**src/rtl/assert_macros.svh**
```systemverilog
// Assertion macros used by the RTL of the silence run remover.
`ifndef ASSERT_MACROS_SVH
`define ASSERT_MACROS_SVH

`ifndef SYNTH
// Checked every clock edge outside reset.
`define SRR_ASSERT(lbl, clk, rst, prop) \
   lbl: assert property (@(posedge clk) disable iff (rst) prop) \
      else $error("assertion failed");
// Checked every clock edge, reset included.
`define SRR_ASSERT_ALWAYS(lbl, clk, prop) \
   lbl: assert property (@(posedge clk) prop) \
      else $error("assertion failed");
`else
`define SRR_ASSERT(lbl, clk, rst, prop)
`define SRR_ASSERT_ALWAYS(lbl, clk, prop)
`endif

`endif

```
**src/rtl/srr_pkg.sv**
```systemverilog
// Shared constants, types and helper functions of the silence run remover.
package srr_pkg;

   localparam int MAX_SILENCE_LEN = 32;
   localparam int SAMPLE_BITS     = 16;
   localparam int LEN_W           = $clog2(MAX_SILENCE_LEN + 1);
   localparam int ADDR_W          = (MAX_SILENCE_LEN > 1) ? $clog2(MAX_SILENCE_LEN) : 1;
   localparam int LEVEL_W         = 15;
   localparam int MINLEN_W        = 6;
   localparam int CSR_IDX_W       = 1;
   localparam int CSR_DATA_W      = 15;

   // register indexes
   localparam logic [CSR_IDX_W-1:0] CSR_SILENCE_LEVEL = 1'b0;
   localparam logic [CSR_IDX_W-1:0] CSR_MIN_LEN       = 1'b1;

   // one result word
   typedef struct packed {
      logic [SAMPLE_BITS-1:0] sample;
      logic                   burst_last;
      logic                   stream_end;
   } rsp_word_type;

   // effective minimum run: zero acts as one, large values clip to buffer depth
   function automatic logic [LEN_W-1:0] eff_min(input logic [MINLEN_W-1:0] m);
      logic [LEN_W-1:0] r;
      if (m == '0) begin
         r = LEN_W'(1);
      end else if (int'(m) > MAX_SILENCE_LEN) begin
         r = LEN_W'(MAX_SILENCE_LEN);
      end else begin
         r = LEN_W'(m);
      end
      return r;
   endfunction

   // magnitude at full precision, compared against the level
   function automatic logic is_quiet(input logic [SAMPLE_BITS-1:0] s,
                                     input logic [LEVEL_W-1:0]     level);
      logic [SAMPLE_BITS-1:0] mag;
      mag = s[SAMPLE_BITS-1] ? (~s + SAMPLE_BITS'(1)) : s;
      return (32'(mag) <= 32'(level));
   endfunction

endpackage

```
**src/rtl/srr_ram.sv**
```systemverilog
// Simple dual-port synchronous RAM with registered read data.
module srr_ram #(
   parameter int DEPTH = 32,
   parameter int WIDTH = 16,
   parameter int AW    = (DEPTH > 1) ? $clog2(DEPTH) : 1
) (
   input  logic             clock,
   input  logic             wr_en,
   input  logic [AW-1:0]    wr_addr,
   input  logic [WIDTH-1:0] wr_data,
   input  logic             rd_en,
   input  logic [AW-1:0]    rd_addr,
   output logic [WIDTH-1:0] rd_data
);

   logic [WIDTH-1:0] mem_ff [DEPTH];
   logic [WIDTH-1:0] rd_data_ff;

   // write port
   always_ff @(posedge clock) begin
      if (wr_en) begin
         mem_ff[wr_addr] <= wr_data;
      end
   end

   // read port, registered read data, updated only when rd_en is set
   always_ff @(posedge clock) begin
      if (rd_en) begin
         rd_data_ff <= mem_ff[rd_addr];
      end
   end

   assign rd_data = rd_data_ff;

endmodule

```
**src/rtl/srr_out_fifo.sv**
```systemverilog
// Two-word output queue that decouples the flush sequencer from the receiver.
module srr_out_fifo
   import srr_pkg::*;
(
   input  logic         clock,
   input  logic         reset,
   input  logic         push_valid,
   input  rsp_word_type push_word,
   input  logic         pop_ready,
   output logic         pop_valid,
   output rsp_word_type pop_word,
   output logic [1:0]   count
);

   rsp_word_type slot_ff [2];
   logic         wr_ptr_ff, wr_ptr_in;
   logic         rd_ptr_ff, rd_ptr_in;
   logic [1:0]   count_ff, count_in;
   logic         pop;

   assign pop_valid = (count_ff != 2'd0);
   assign pop_word  = slot_ff[rd_ptr_ff];
   assign pop       = pop_valid & pop_ready;
   assign count     = count_ff;

   // pointer and fill bookkeeping
   always_comb begin
      wr_ptr_in = push_valid ? ~wr_ptr_ff : wr_ptr_ff;
      rd_ptr_in = pop ? ~rd_ptr_ff : rd_ptr_ff;
      count_in  = count_ff + 2'(push_valid) - 2'(pop);
   end

   always_ff @(posedge clock) begin
      if (reset) begin
         wr_ptr_ff <= 1'b0;
         rd_ptr_ff <= 1'b0;
         count_ff  <= 2'd0;
      end else begin
         wr_ptr_ff <= wr_ptr_in;
         rd_ptr_ff <= rd_ptr_in;
         count_ff  <= count_in;
      end
   end

   // payload slots
   always_ff @(posedge clock) begin
      if (push_valid) begin
         slot_ff[wr_ptr_ff] <= push_word;
      end
   end

endmodule

```
**src/rtl/silence_run_remover.sv**
```systemverilog
// Silence run remover: drops quiet runs that reach the minimum length.
//
// req_ channel carries one signed sample per word, tlast on the final sample
// of a stream. rsp_ channel returns kept samples in order; tlast marks the
// last word caused by one input word, tuser marks the last word of a stream.
// csr_ port writes silence_level (index 0) and min_silence_length (index 1).
//
// Quiet samples of a run still below the minimum are written into a 32-entry
// held-sample RAM. When a loud sample or end of stream ends a short run, a
// sequencer reads the RAM back in order (registered read data), followed by
// the loud sample. A loud sample with nothing held passes through the flush
// state, the push register and the output queue before it is offered on rsp_.
// The sequencer issues a word only when the two-word output queue has room,
// counting a word still in flight; the next input word is taken once the
// flush has returned the sequencer to idle. A stalled receiver pauses the
// flush and, while the sequencer is busy, req_tready. Quiet samples that
// produce no output leave the sequencer idle. Reset (synchronous) clears the
// run count, the sequencer and the queue, and sets silence_level to 0 and
// min_silence_length to 1; RAM is not cleared.
`include "assert_macros.svh"

module silence_run_remover
   import srr_pkg::*;
(
   input  logic                   clock,
   input  logic                   reset,
   // input words
   input  logic                   req_tvalid,
   output logic                   req_tready,
   input  logic [SAMPLE_BITS-1:0] req_tdata,   // [15:0] sample_in
   input  logic                   req_tlast,   // stream_last
   // result words
   output logic                   rsp_tvalid,
   input  logic                   rsp_tready,
   output logic [SAMPLE_BITS-1:0] rsp_tdata,   // [15:0] sample_out
   output logic                   rsp_tlast,   // burst_last
   output logic                   rsp_tuser,   // [0] stream_end
   // configuration writes
   input  logic                   csr_we,
   input  logic [CSR_IDX_W-1:0]   csr_addr,
   input  logic [CSR_DATA_W-1:0]  csr_wdata
);

   localparam logic ST_IDLE  = 1'b0;
   localparam logic ST_FLUSH = 1'b1;

   logic                   state_ff, state_in;
   logic [LEVEL_W-1:0]     level_ff, level_in;
   logic [MINLEN_W-1:0]    min_len_ff, min_len_in;
   logic [LEN_W-1:0]       quiet_run_ff, quiet_run_in;
   logic [LEN_W-1:0]       len_ff, len_in;
   logic [LEN_W-1:0]       total_ff, total_in;
   logic [LEN_W-1:0]       cnt_ff, cnt_in;
   logic [SAMPLE_BITS-1:0] tail_sample_ff, tail_sample_in;
   logic                   last_ff, last_in;
   logic                   push_valid_ff, push_valid_in;
   logic                   from_ram_ff, from_ram_in;
   logic                   burst_ff, burst_in;
   logic                   end_ff, end_in;

   logic                   accept;
   logic                   quiet;
   logic [LEN_W-1:0]       minlen;
   logic                   run_lt_min;
   logic [LEN_W:0]         run_inc;
   logic                   credit;
   logic                   wr_en;
   logic                   rd_en;
   logic [SAMPLE_BITS-1:0] rd_data;
   logic [1:0]             fifo_count;
   rsp_word_type           push_word;
   rsp_word_type           pop_word;

   assign req_tready = (state_ff == ST_IDLE);
   assign accept     = req_tvalid & req_tready;
   assign minlen     = eff_min(min_len_ff);
   assign quiet      = is_quiet(req_tdata, level_ff);
   assign run_lt_min = (quiet_run_ff < minlen);
   assign run_inc    = {1'b0, quiet_run_ff} + (LEN_W+1)'(1);
   // room for one more word counting the one in flight
   assign credit     = (fifo_count == 2'd0) || ((fifo_count == 2'd1) && !push_valid_ff);

   // configuration registers
   always_comb begin
      level_in   = level_ff;
      min_len_in = min_len_ff;
      if (csr_we) begin
         unique case (csr_addr)
            CSR_SILENCE_LEVEL: level_in   = csr_wdata[LEVEL_W-1:0];
            CSR_MIN_LEN:       min_len_in = csr_wdata[MINLEN_W-1:0];
            default:           ;
         endcase
      end
   end

   // run tracking and flush sequencer
   always_comb begin
      state_in       = state_ff;
      quiet_run_in   = quiet_run_ff;
      len_in         = len_ff;
      total_in       = total_ff;
      cnt_in         = cnt_ff;
      tail_sample_in = tail_sample_ff;
      last_in        = last_ff;
      wr_en          = 1'b0;
      rd_en          = 1'b0;
      push_valid_in  = 1'b0;
      from_ram_in    = from_ram_ff;
      burst_in       = burst_ff;
      end_in         = end_ff;
      unique case (state_ff)
         ST_IDLE: begin
            if (accept) begin
               tail_sample_in = req_tdata;
               last_in        = req_tlast;
               cnt_in         = '0;
               if (quiet) begin
                  if (run_lt_min) begin
                     if (run_inc >= {1'b0, minlen}) begin
                        // run long enough: held samples are dropped
                        quiet_run_in = minlen;
                     end else begin
                        wr_en        = 1'b1;
                        quiet_run_in = run_inc[LEN_W-1:0];
                        if (req_tlast) begin
                           len_in   = run_inc[LEN_W-1:0];
                           total_in = run_inc[LEN_W-1:0];
                           state_in = ST_FLUSH;
                        end
                     end
                  end
                  if (req_tlast) begin
                     quiet_run_in = '0;
                  end
               end else begin
                  // loud sample: release a short run, then the sample itself
                  len_in       = run_lt_min ? quiet_run_ff : '0;
                  total_in     = (run_lt_min ? quiet_run_ff : '0) + LEN_W'(1);
                  quiet_run_in = '0;
                  state_in     = ST_FLUSH;
               end
            end
         end
         ST_FLUSH: begin
            if (credit) begin
               push_valid_in = 1'b1;
               from_ram_in   = (cnt_ff < len_ff);
               rd_en         = (cnt_ff < len_ff);
               burst_in      = (cnt_ff == total_ff - LEN_W'(1));
               end_in        = (cnt_ff == total_ff - LEN_W'(1)) & last_ff;
               cnt_in        = cnt_ff + LEN_W'(1);
               if (cnt_ff == total_ff - LEN_W'(1)) begin
                  state_in = ST_IDLE;
               end
            end
         end
         default: state_in = ST_IDLE;
      endcase
   end

   always_ff @(posedge clock) begin
      if (reset) begin
         state_ff      <= ST_IDLE;
         level_ff      <= '0;
         min_len_ff    <= MINLEN_W'(1);
         quiet_run_ff  <= '0;
         push_valid_ff <= 1'b0;
      end else begin
         state_ff      <= state_in;
         level_ff      <= level_in;
         min_len_ff    <= min_len_in;
         quiet_run_ff  <= quiet_run_in;
         push_valid_ff <= push_valid_in;
      end
   end

   always_ff @(posedge clock) begin
      len_ff         <= len_in;
      total_ff       <= total_in;
      cnt_ff         <= cnt_in;
      tail_sample_ff <= tail_sample_in;
      last_ff        <= last_in;
      from_ram_ff    <= from_ram_in;
      burst_ff       <= burst_in;
      end_ff         <= end_in;
   end

   // held-sample buffer
   srr_ram #(
      .DEPTH (MAX_SILENCE_LEN),
      .WIDTH (SAMPLE_BITS),
      .AW    (ADDR_W)
   ) u_held (
      .clock   (clock),
      .wr_en   (wr_en),
      .wr_addr (quiet_run_ff[ADDR_W-1:0]),
      .wr_data (req_tdata),
      .rd_en   (rd_en),
      .rd_addr (cnt_ff[ADDR_W-1:0]),
      .rd_data (rd_data)
   );

   // word pushed in the cycle after issue, when RAM data is ready
   always_comb begin
      push_word.sample     = from_ram_ff ? rd_data : tail_sample_ff;
      push_word.burst_last = burst_ff;
      push_word.stream_end = end_ff;
   end

   srr_out_fifo u_out (
      .clock      (clock),
      .reset      (reset),
      .push_valid (push_valid_ff),
      .push_word  (push_word),
      .pop_ready  (rsp_tready),
      .pop_valid  (rsp_tvalid),
      .pop_word   (pop_word),
      .count      (fifo_count)
   );

   assign rsp_tdata = pop_word.sample;
   assign rsp_tlast = pop_word.burst_last;
   assign rsp_tuser = pop_word.stream_end;

   // checks
   `SRR_ASSERT(a_run_bound, clock, reset, quiet_run_ff <= LEN_W'(MAX_SILENCE_LEN))
   `SRR_ASSERT(a_no_overflow, clock, reset, push_valid_ff |-> (fifo_count != 2'd2))
   `SRR_ASSERT(a_loud_flush, clock, reset, (accept && !quiet) |=> (state_ff == ST_FLUSH))

endmodule
```
**config.mk**
```make
export PLATFORM = sky130hd
export DESIGN_NAME = silence_run_remover
export DESIGN_NICKNAME = d
export VERILOG_FILES = /design/src/rtl/srr_pkg.sv /design/src/rtl/srr_ram.sv /design/src/rtl/srr_out_fifo.sv /design/src/rtl/silence_run_remover.sv
export VERILOG_INCLUDE_DIRS = /design/src /design/src/rtl
export SDC_FILE = /design/constraint.sdc
export NUM_CORES = 1
export LEC_CHECK = 0
export BUFFER_PORTS_ARGS = -buffer_cell sky130_fd_sc_hd__buf_4
export CAP_MARGIN = 20
export CORE_ASPECT_RATIO = 0.7
export CORE_UTILIZATION = 50
export DETAILED_ROUTE_END_ITERATION = 10
export GPL_ROUTABILITY_DRIVEN = 0
export PLACE_DENSITY = 0.66
export SLEW_MARGIN = 20
export SYNTH_ARGS = -nofsm -noshare
export SYNTH_HDL_FRONTEND = slang
export SYNTH_SLANG_ARGS = --single-unit
```
**constraint.sdc**
```tcl
create_clock -name clock -period 13.85 [get_ports clock]
set_clock_uncertainty 0.05 [all_clocks]
set_input_delay 2.0775 -clock clock [delete_from_list [all_inputs] [get_ports clock]]
set_output_delay 2.0775 -clock clock [all_outputs]
set_load 0.1 [all_outputs]
```
==> results.md, run 1 <==
Status:
- The flow ran to the end, and the final reports show no timing, DRC or antenna violations.

Route:
- The starting DRC count in detailed routing is 1557.
- The number of iterations in the first detailed-routing pass is 5.
- Using the TritonRoute via totals, the vias-per-cell ratio works out to 6.01.
- The routed wire length is 58100 um.
- Once detail routing completed, the nets flagged for antenna violations numbered 0.
- For this run, design rule violations remaining after detail routing come to 0.
- The routed wirelength normalized by instance count is 27.7 um.
- The detailed router placed 12586 vias in this run.

Hold path:
- The class of the tightest hold or removal check is reg -> reg.
- The hold path depth is 0.
- The beginning of the worst hold path is end_ff.
- The worst hold path terminates at u_out.slot_ff[1][0].

Cells and area:
- Of the cells placed in the final design, the portion with a size suffix greater than 1 is 0.284.
- Relative to the synthesized area, the layout overhead comes to 12.2%.
- The diode insertion count for antenna repair is 0.
- The net total in the final layout is 1465.

Timing:
- Based on the critical path, the design can be clocked at up to 0.144 GHz.
- The slew at the pin closest to its max-slew limit is 1.03 ns.
- The minimum clock period after layout is 6.95 ns.
- Setup repair after global routing left no endpoint under its margin.
- The relative slew slack is 0.313.
- The setup violation total in the final timing report is 0.
- The final hold violation count came to 0.
- The final number of max-transition violations is 0.
- The part of the cycle the worst path needs is 0.502.
- The setup total negative slack is 0 ns.

Logic synthesis:
- In this run, synthesis inferred 602 flip-flops with an integrated enable.
- The number of warning messages in the yosys log is 0.
- The synthesized netlist occupies a cell area of 25600 um^2.
- The most used flip-flop cell after synthesis is edfxtp_1.
- After synthesis, the share of flip-flops with an asynchronous set or reset is 0.
- The sequential-to-total area share from yosys stat is 0.732.
- The post-synthesis register bit count is 636.
- After technology mapping, the gate count stands at 1296.
- The synthesized netlist net count is 1376.
- The mean instance size in the synthesized netlist is 19.8 um^2.
- After synthesis, the netlist uses 54 different library cells.

Clocking:
- The post-cts gate resize count is 0.
- The TritonCTS buffer count is 58.
- The clock reaches the later pin of the worst-skew pair after 0.62 ns.
- After clock tree synthesis, the flow added hold-fix buffers numbering 0.
- Counting every sink on the clock net gives 636.
- In this run the deepest clock path goes through 3 buffers.
- After clock tree synthesis, the setup repair step added 0 buffers.
- TritonCTS built the clock tree.
- In this run the number of H-tree levels came out at 2.
- After clock tree synthesis, the clock-pin slew on the worst setup and hold paths is 0.06 ns.
- The cell sitting at the root of the clock tree is a clkbuf_16.

GRT:
- The routing layer with the top usage in global route is met1.
- The global-route usage over all layers is 0.230.
- The initial antenna violation count is 2.
- The met1 usage is 0.369.
- The global-route wire length before repair is 85300 um.
- The pin count of the biggest net entering global routing is 67.
- The total global routing overflow is 0.
- The via count of the first global-routing pass is 12338.
- For this run, global-route usage on met2 was measured as 0.318.
- The met3 track utilization from global routing is 0.0549.

Placed design:
- The number of input and output port buffers inserted is 57.
- The HPWL after detailed placement is 36200 um.

Setup path:
- The capturing element type of the critical path is a flop.
- In this run the worst path has a maximum fanout of 36.
- The critical register-to-register path startpoint is quiet_run_ff[3].
- The type of element launching the critical path is a primary input.
- The critical path arrival is 7.13 ns.
- The worst register-to-register path has a depth of 11.
- The required time at the worst-slack endpoint is 14.03 ns.
- Setup slack on the worst reg-to-reg path comes out at 8.83 ns.
- The endpoint of the worst register-to-register path is u_held.mem_ff[1][9].
- The largest individual stage delay along the critical path comes from the cell nor2_2.
- For this run, the slowest stage of the critical path takes 0.96 ns.
- The signal on the critical path passes through buf_4 > or4_4 > or4_4 > o21ai_0 > xnor2_1 > ha_1 > nand3_1 > nor4_1 > nand4_1 > a2111oi_2 > nand3_1 > nor2_2.
- The start-to-end type of the worst setup path is in -> reg.

Power and ir drop:
- In this run the power spent charging and discharging nets is 1300 uW.
- The portion of total power attributed to sequential cells is 0.466.
- The power per cell area is 165 nW/um^2.
- The switching part of the total is 0.274.
- The clock network fraction of total power is 0.331.
- The overall power is 4730 uW.
- The internal power contribution is 3440 uW.
- The portion of total power attributed to combinational logic is 0.203.
- The static leakage is 0.00916 uW.
- VDD sags by at most 0.000156 V.

Die:
- The die area is 52200 um^2.
- The floorplan has 68 rows.
- The vertical extent of the die is 191 um.
- The total I/O pin count is 58.
- The initial utilization of the core area, before any placement, comes to 0.513.
- The core region area is 49900 um^2.
- Measured along the x axis, the die boundary spans 273 um.

Flow run:
- The number of max-capacitance violations reported is 0.
-- synth_stat cells (11+ instances only) --
| cell | instances | area (um^2) |
|---|---|---|
| buf_1 | 11 | 41.3 |
| nand2_1 | 61 | 229 |
| nor2_1 | 59 | 221 |
| edfxtp_1 | 602 | 18100 |
| dfxtp_1 | 34 | 681 |
| mux4_2 | 160 | 3600 |
| mux2_2 | 51 | 574 |
| nand3_1 | 27 | 135 |
| xnor2_1 | 25 | 219 |
| a21oi_1 | 31 | 155 |
| o21ai_0 | 18 | 90.1 |
| inv_1 | 38 | 143 |
| clkbuf_1 | 40 | 150 |
| ha_1 | 42 | 526 |
-- stage by stage --
step	cells	hold WS, ns	worst slack (ns)	utilization	area, um^2
global placement	1989	0.379	6.30	0.538	26900
floorplan	1296	0.371	7.57	-	25600
detailed placement	1989	0.395	6.12	0.539	26900
finish	2095	0.399	6.90	0.576	28800
global route	2095	0.409	6.64	0.576	28800
CTS	2094	0.406	6.79	0.575	28700
-- per-layer routing --
metal	share of wire	vias to the layer above	wire length, um
met3	0.094	58	5430
li1	-	5407	-
met1	0.46	6571	27000
met2	0.43	550	24800
met4	0.015	0	863
met5	0	-	0
-- sequential cells by signal (all words and copies together), names as in the netlist, named ones only --
register,flops
u_held.mem_ff,512
u_out.slot_ff,36
tail_sample_ff,16
u_held.rd_data,16
level_ff,15
cnt_ff,6
len_ff,6
min_len_ff,6
quiet_run_ff,6
total_ff,6
u_out.count,2
burst_ff,1
end_ff,1
from_ram_ff,1
last_ff,1
push_valid_ff,1
state_ff,1
u_out.rd_ptr_ff,1
u_out.wr_ptr_ff,1
-- power by group through the flow --
stage          logic, uW  clock network, uW  registers, uW
2_1_floorplan        667                  0           2230
3_3_place_gp         947                  0           2250
3_5_place_dp         951                  0           2250
4_1_cts              957               1590           2210
5_1_grt             1010               1670           2210
6_report             959               1570           2210
-- final cells by class --
type	instances	area [um^2]
multi-input combinational	564	6530
fill	3656	21200
timing repair buffer	85	658
sequential	636	18800
clock inverter	32	302
tap	665	832
clock buffer	73	1530
inverter	40	150
-- how the worst max path moves through the flow --
stage	to	depth (start not counted)	slack, ns	start
after floorplan	u_held.mem_ff[12][0]	11	7.57	req_tdata[7]
after global placement	u_held.mem_ff[19][1]	12	6.30	req_tdata[9]
after detailed placement	u_held.mem_ff[16][1]	12	6.12	req_tdata[9]
after CTS	u_held.mem_ff[16][14]	12	6.79	req_tdata[9]
after global routing	u_held.mem_ff[1][9]	12	6.64	req_tdata[9]
final	u_held.mem_ff[1][9]	12	6.90	req_tdata[9]
-- kinds of logic (layout without fill, tap and decap cells) --
kind of cell,count (synthesis),count (layout),synth area share
DFF,636,636,0.732
muxes,216,216,0.165
and+or+nand+nor,182,182,0.0326
buffers and inverters,96,230,0.0149
AOI/OAI and AO/OA,90,90,0.0231
adders and majority gates,42,42,0.0205
xor gates and xnor gates,34,34,0.0116
-- layout by cell type (no fill, tap or decap), drive strengths merged, types with 4 or more instances in the layout --
| cell | Yosys | final |
|---|---|---|
| edfxtp | 602 | 602 |
| mux4 | 160 | 160 |
| buf | 15 | 85 |
| clkbuf | 41 | 73 |
| nand2 | 61 | 61 |
| nor2 | 59 | 59 |
| mux2 | 52 | 52 |
| ha | 42 | 42 |
| inv | 38 | 41 |
| dfxtp | 34 | 34 |
| a21oi | 32 | 32 |
| nand3 | 27 | 27 |
| xnor2 | 25 | 25 |
| clkinv | 2 | 22 |
| o21ai | 18 | 18 |
| xor2 | 9 | 9 |
| a21o | 7 | 7 |
| a22o | 6 | 6 |
| and2 | 6 | 6 |
| o31ai | 5 | 5 |
| nor3 | 5 | 5 |
| nor2b | 5 | 5 |
| bufinv | 0 | 5 |
| nand2b | 4 | 4 |
| mux2i | 4 | 4 |
| clkinvlp | 0 | 4 |
-- worst max-delay path, delay by kind of cell --
| family | cells | cell delay, ns |
|---|---|---|
| buffers and inverters | 1 | 0.23 |
| XOR/XNOR | 1 | 0.09 |
| AND/OR/NAND/NOR | 7 | 3.45 |
| AO/OA/AOI/OAI | 2 | 0.91 |
| adder cells (fa/ha/maj) | 1 | 0.31 |
Power figures use the tool's default switching activity.
==> run 2, diff against run 1 <==
==> constraint.sdc (replaced) <==
create_clock -name clock -period 6.6 [get_ports clock]
set_clock_uncertainty 0.05 [all_clocks]
set_input_delay 0.99 -clock clock [delete_from_list [all_inputs] [get_ports clock]]
set_output_delay 0.99 -clock clock [all_outputs]
set_load 0.1 [all_outputs]
==> run 2 against run 1 <==
Combinational power grew 100%. Die area unchanged. Total power up 110%. Via count is 0.37% higher. Cell count is 1.4% higher. Worst setup slack lost 5.9 ns. Flip-flop and latch count is the same.
==> results.md, run 2 (synthesized netlist as in run 1, its figures left out) <==
Timing:
- The relative slew slack is 0.346.
- Dividing the final minimum period by the clock period gives 0.856.
- The final hold violation count is 0.
- The setup violation total in the final timing report is 0.
- The achievable frequency is 0.177 GHz.
- The worst path meets setup with 0.950 ns of slack.
- The setup total negative slack is 0 ns.
- Setup repair after global routing left no endpoint under its margin.
- The worst-case hold slack is 0.396 ns.
- The final number of max-transition violations is 0.
- For the finished layout, the period the worst path requires is 5.65 ns.
- The slew at the pin closest to its max-slew limit is 0.980 ns.

Cells and area:
- The register containing the most flip-flops in the final layout is u_held.mem_ff.
- Relative to the synthesized area, the layout overhead comes to 13.0%.
- 0 antenna diodes ended up in the layout.
- In the layout the commonest cells are 602 x edfxtp_1, 160 x mux4_2, 119 x buf_4, 61 x nand2_1, 58 x clkbuf_16.
- For this run, the post-layout net count is 1500.
- The flip-flop count of the largest register, all copies and words added is 512.
- Leaving out fill and tap cells, the most frequent cell in the layout is edfxtp_1.
- Of the cells placed in the final design, the portion with a size suffix greater than 1 is 0.299.
- The largest registers in the layout are u_held.mem_ff: 512 flops, u_out.slot_ff: 36 flops.
- Fill cells in the final layout number 3653.

Placed design:
- The number of input and output port buffers inserted is 57.
- The detailed placer's ending HPWL is 35800 um.
- The pre-CTS worst setup slack is 0.442 ns.

Setup path:
- Of all nets on the critical path, the largest fanout is 12.
- The required time at the worst-slack endpoint is 6.85 ns.
- The start-to-end type of the worst setup path is in -> reg.
- At the worst endpoint, the arrival time is 5.90 ns.
- The worst setup path is launched from a primary input.
- Walking the worst path, the cells encountered are buf_4 > nor2_1 > nand3_1 > o41ai_1 > xnor2_1 > ha_1 > nand3_1 > nor4_1 > nand4_1 > a2111oi_2 > nand3_1 > nor2_1 > buf_4.
- On the critical path, the stage with the largest delay is an instance of a2111oi_2.
- The worst-case register-to-register setup slack is 2.40 ns.
- In this design, the stage delay of the slowest critical-path cell is 0.73 ns.
- In this design, the critical path's most frequently occurring cell is nand3_1.
- The capturing element type of the critical path is a flop.

Route:
- The routed wirelength normalized by instance count is 26.6 um.
- The final routed DRC violation total is 0.
- The number of vias per cell is 5.94.
- The number of vias in the routed layout is 12632.
- The antenna violation net count after detailed routing is 0.
- The final layout contains routed wiring with a total length of 56500 um.
- In this run, the number of DRC markers left after iteration 0 of detailed routing was 1495.
- The number of iterations in the first detailed-routing pass is 5.

Clocking:
- The tree is rooted in a clkbuf_16.
- The tree built by TritonCTS fans out to 636 sinks.
- The H-tree generated during clock tree synthesis spans 2 levels.
- Gates resized during post-CTS repair numbered 0.
- The TritonCTS clock tree is yes.
- The clock passes through at most 3 buffers.
- The TritonCTS buffer count is 57.
- The clock latency reported for the late side of the worst-skew pair is 0.62 ns.
- The count of buffers added by post-CTS timing repair for setup is 0.
- Hold repair after CTS inserted 0 buffers.
- After clock tree synthesis, the clock-pin slew on the worst setup and hold paths is 0.06 ns.

Die:
- The floorplan step defined a die boundary enclosing 52200 um^2.
- The total I/O pin count is 58.
- The placement row count is 68.
- The floorplan step defined a core boundary enclosing 49900 um^2.
- The initial cell density of the core is 0.513.
- Measured along the x axis, the die boundary spans 273 um.
- From bottom edge to top edge, the die measures 191 um.

GRT:
- The global-route wire length before repair is 83800 um.
- The initial antenna violation count is 3.
- The total global routing overflow is 0.
- The via count of the first global-routing pass is 12436.
- For this run, the total global-route usage over all layers was measured as 0.225.
- The pin count of the biggest net entering global routing is 133.

Power and ir drop:
- For this design the static power due to leakage is 0.00934 uW.
- Dividing total power by cell area gives a power density of 336 nW/um^2.
- The maximum resistive drop on vdd is 0.000464 V.

Flow run:
- The tool flagged a number of max-cap violations equal to 0.

Status:
- The run finished with clean final reports.

Hold path:
- The worst hold path belongs to the class reg -> reg.
run 2: cell types whose count changed in the layout (fill, tap and decap cells not counted), sizes merged:
cell and change:
clkinvlp -3, buf +36, clkbuf -3, clkinv +3, inv -2, bufinv -1
run 2: worst paths after layout:
check | end | depth (start not counted) | from
max | u_held.mem_ff[27][5] | 13 | req_tdata[5]
min | u_out.slot_ff[0][0] | 0 | end_ff
max reg2reg | u_held.mem_ff[27][5] | 12 | quiet_run_ff[2]
min reg2reg | u_out.slot_ff[0][0] | 0 | end_ff
run 2: power by group:
part / leakage (uW) / internal, uW / switching [uW]
Clock: 0.000862 / 1760 / 1410
Combinational: 0.00275 / 816 / 1110
Sequential: 0.00572 / 4560 / 69.3
run 2: worst max-delay path: cells and delay by family:
kind	cells	cell delay, ns
compound gates	2	1.22
xor+xnor	1	0.14
fa+ha+maj	1	0.32
buf+inv	2	0.41
simple gates	7	2.80
run 2: layout make-up:
class	instances	area, um^2	area share
timing repair buffer	121	933	0.0322
tap	665	832	0.0287
inverter	40	150	0.00519
clock buffer	70	1500	0.0517
multi-input combinational	564	6520	0.225
sequential	636	18800	0.648
clock inverter	29	259	0.00895
run 2: metrics by stage:
step	instance area, um^2	utilization	total power (uW)	instances
after CTS	28900	0.580	9820	2125
after global placement	27200	0.544	6640	2026
final	28900	0.580	9730	2125
after global routing	28900	0.580	10100	2125
after floorplan	25600	-	6070	1296
after detailed placement	27200	0.544	6660	2026
run 2: metal layers:
layer  global-route usage  vias up  routed length [um]
met5                    0        -                   0
met4               0.0529        0                 943
met3               0.0548       65                5470
met2                0.313      503               24200
met1                0.356     6581               25800
li1                     -     5483                   -
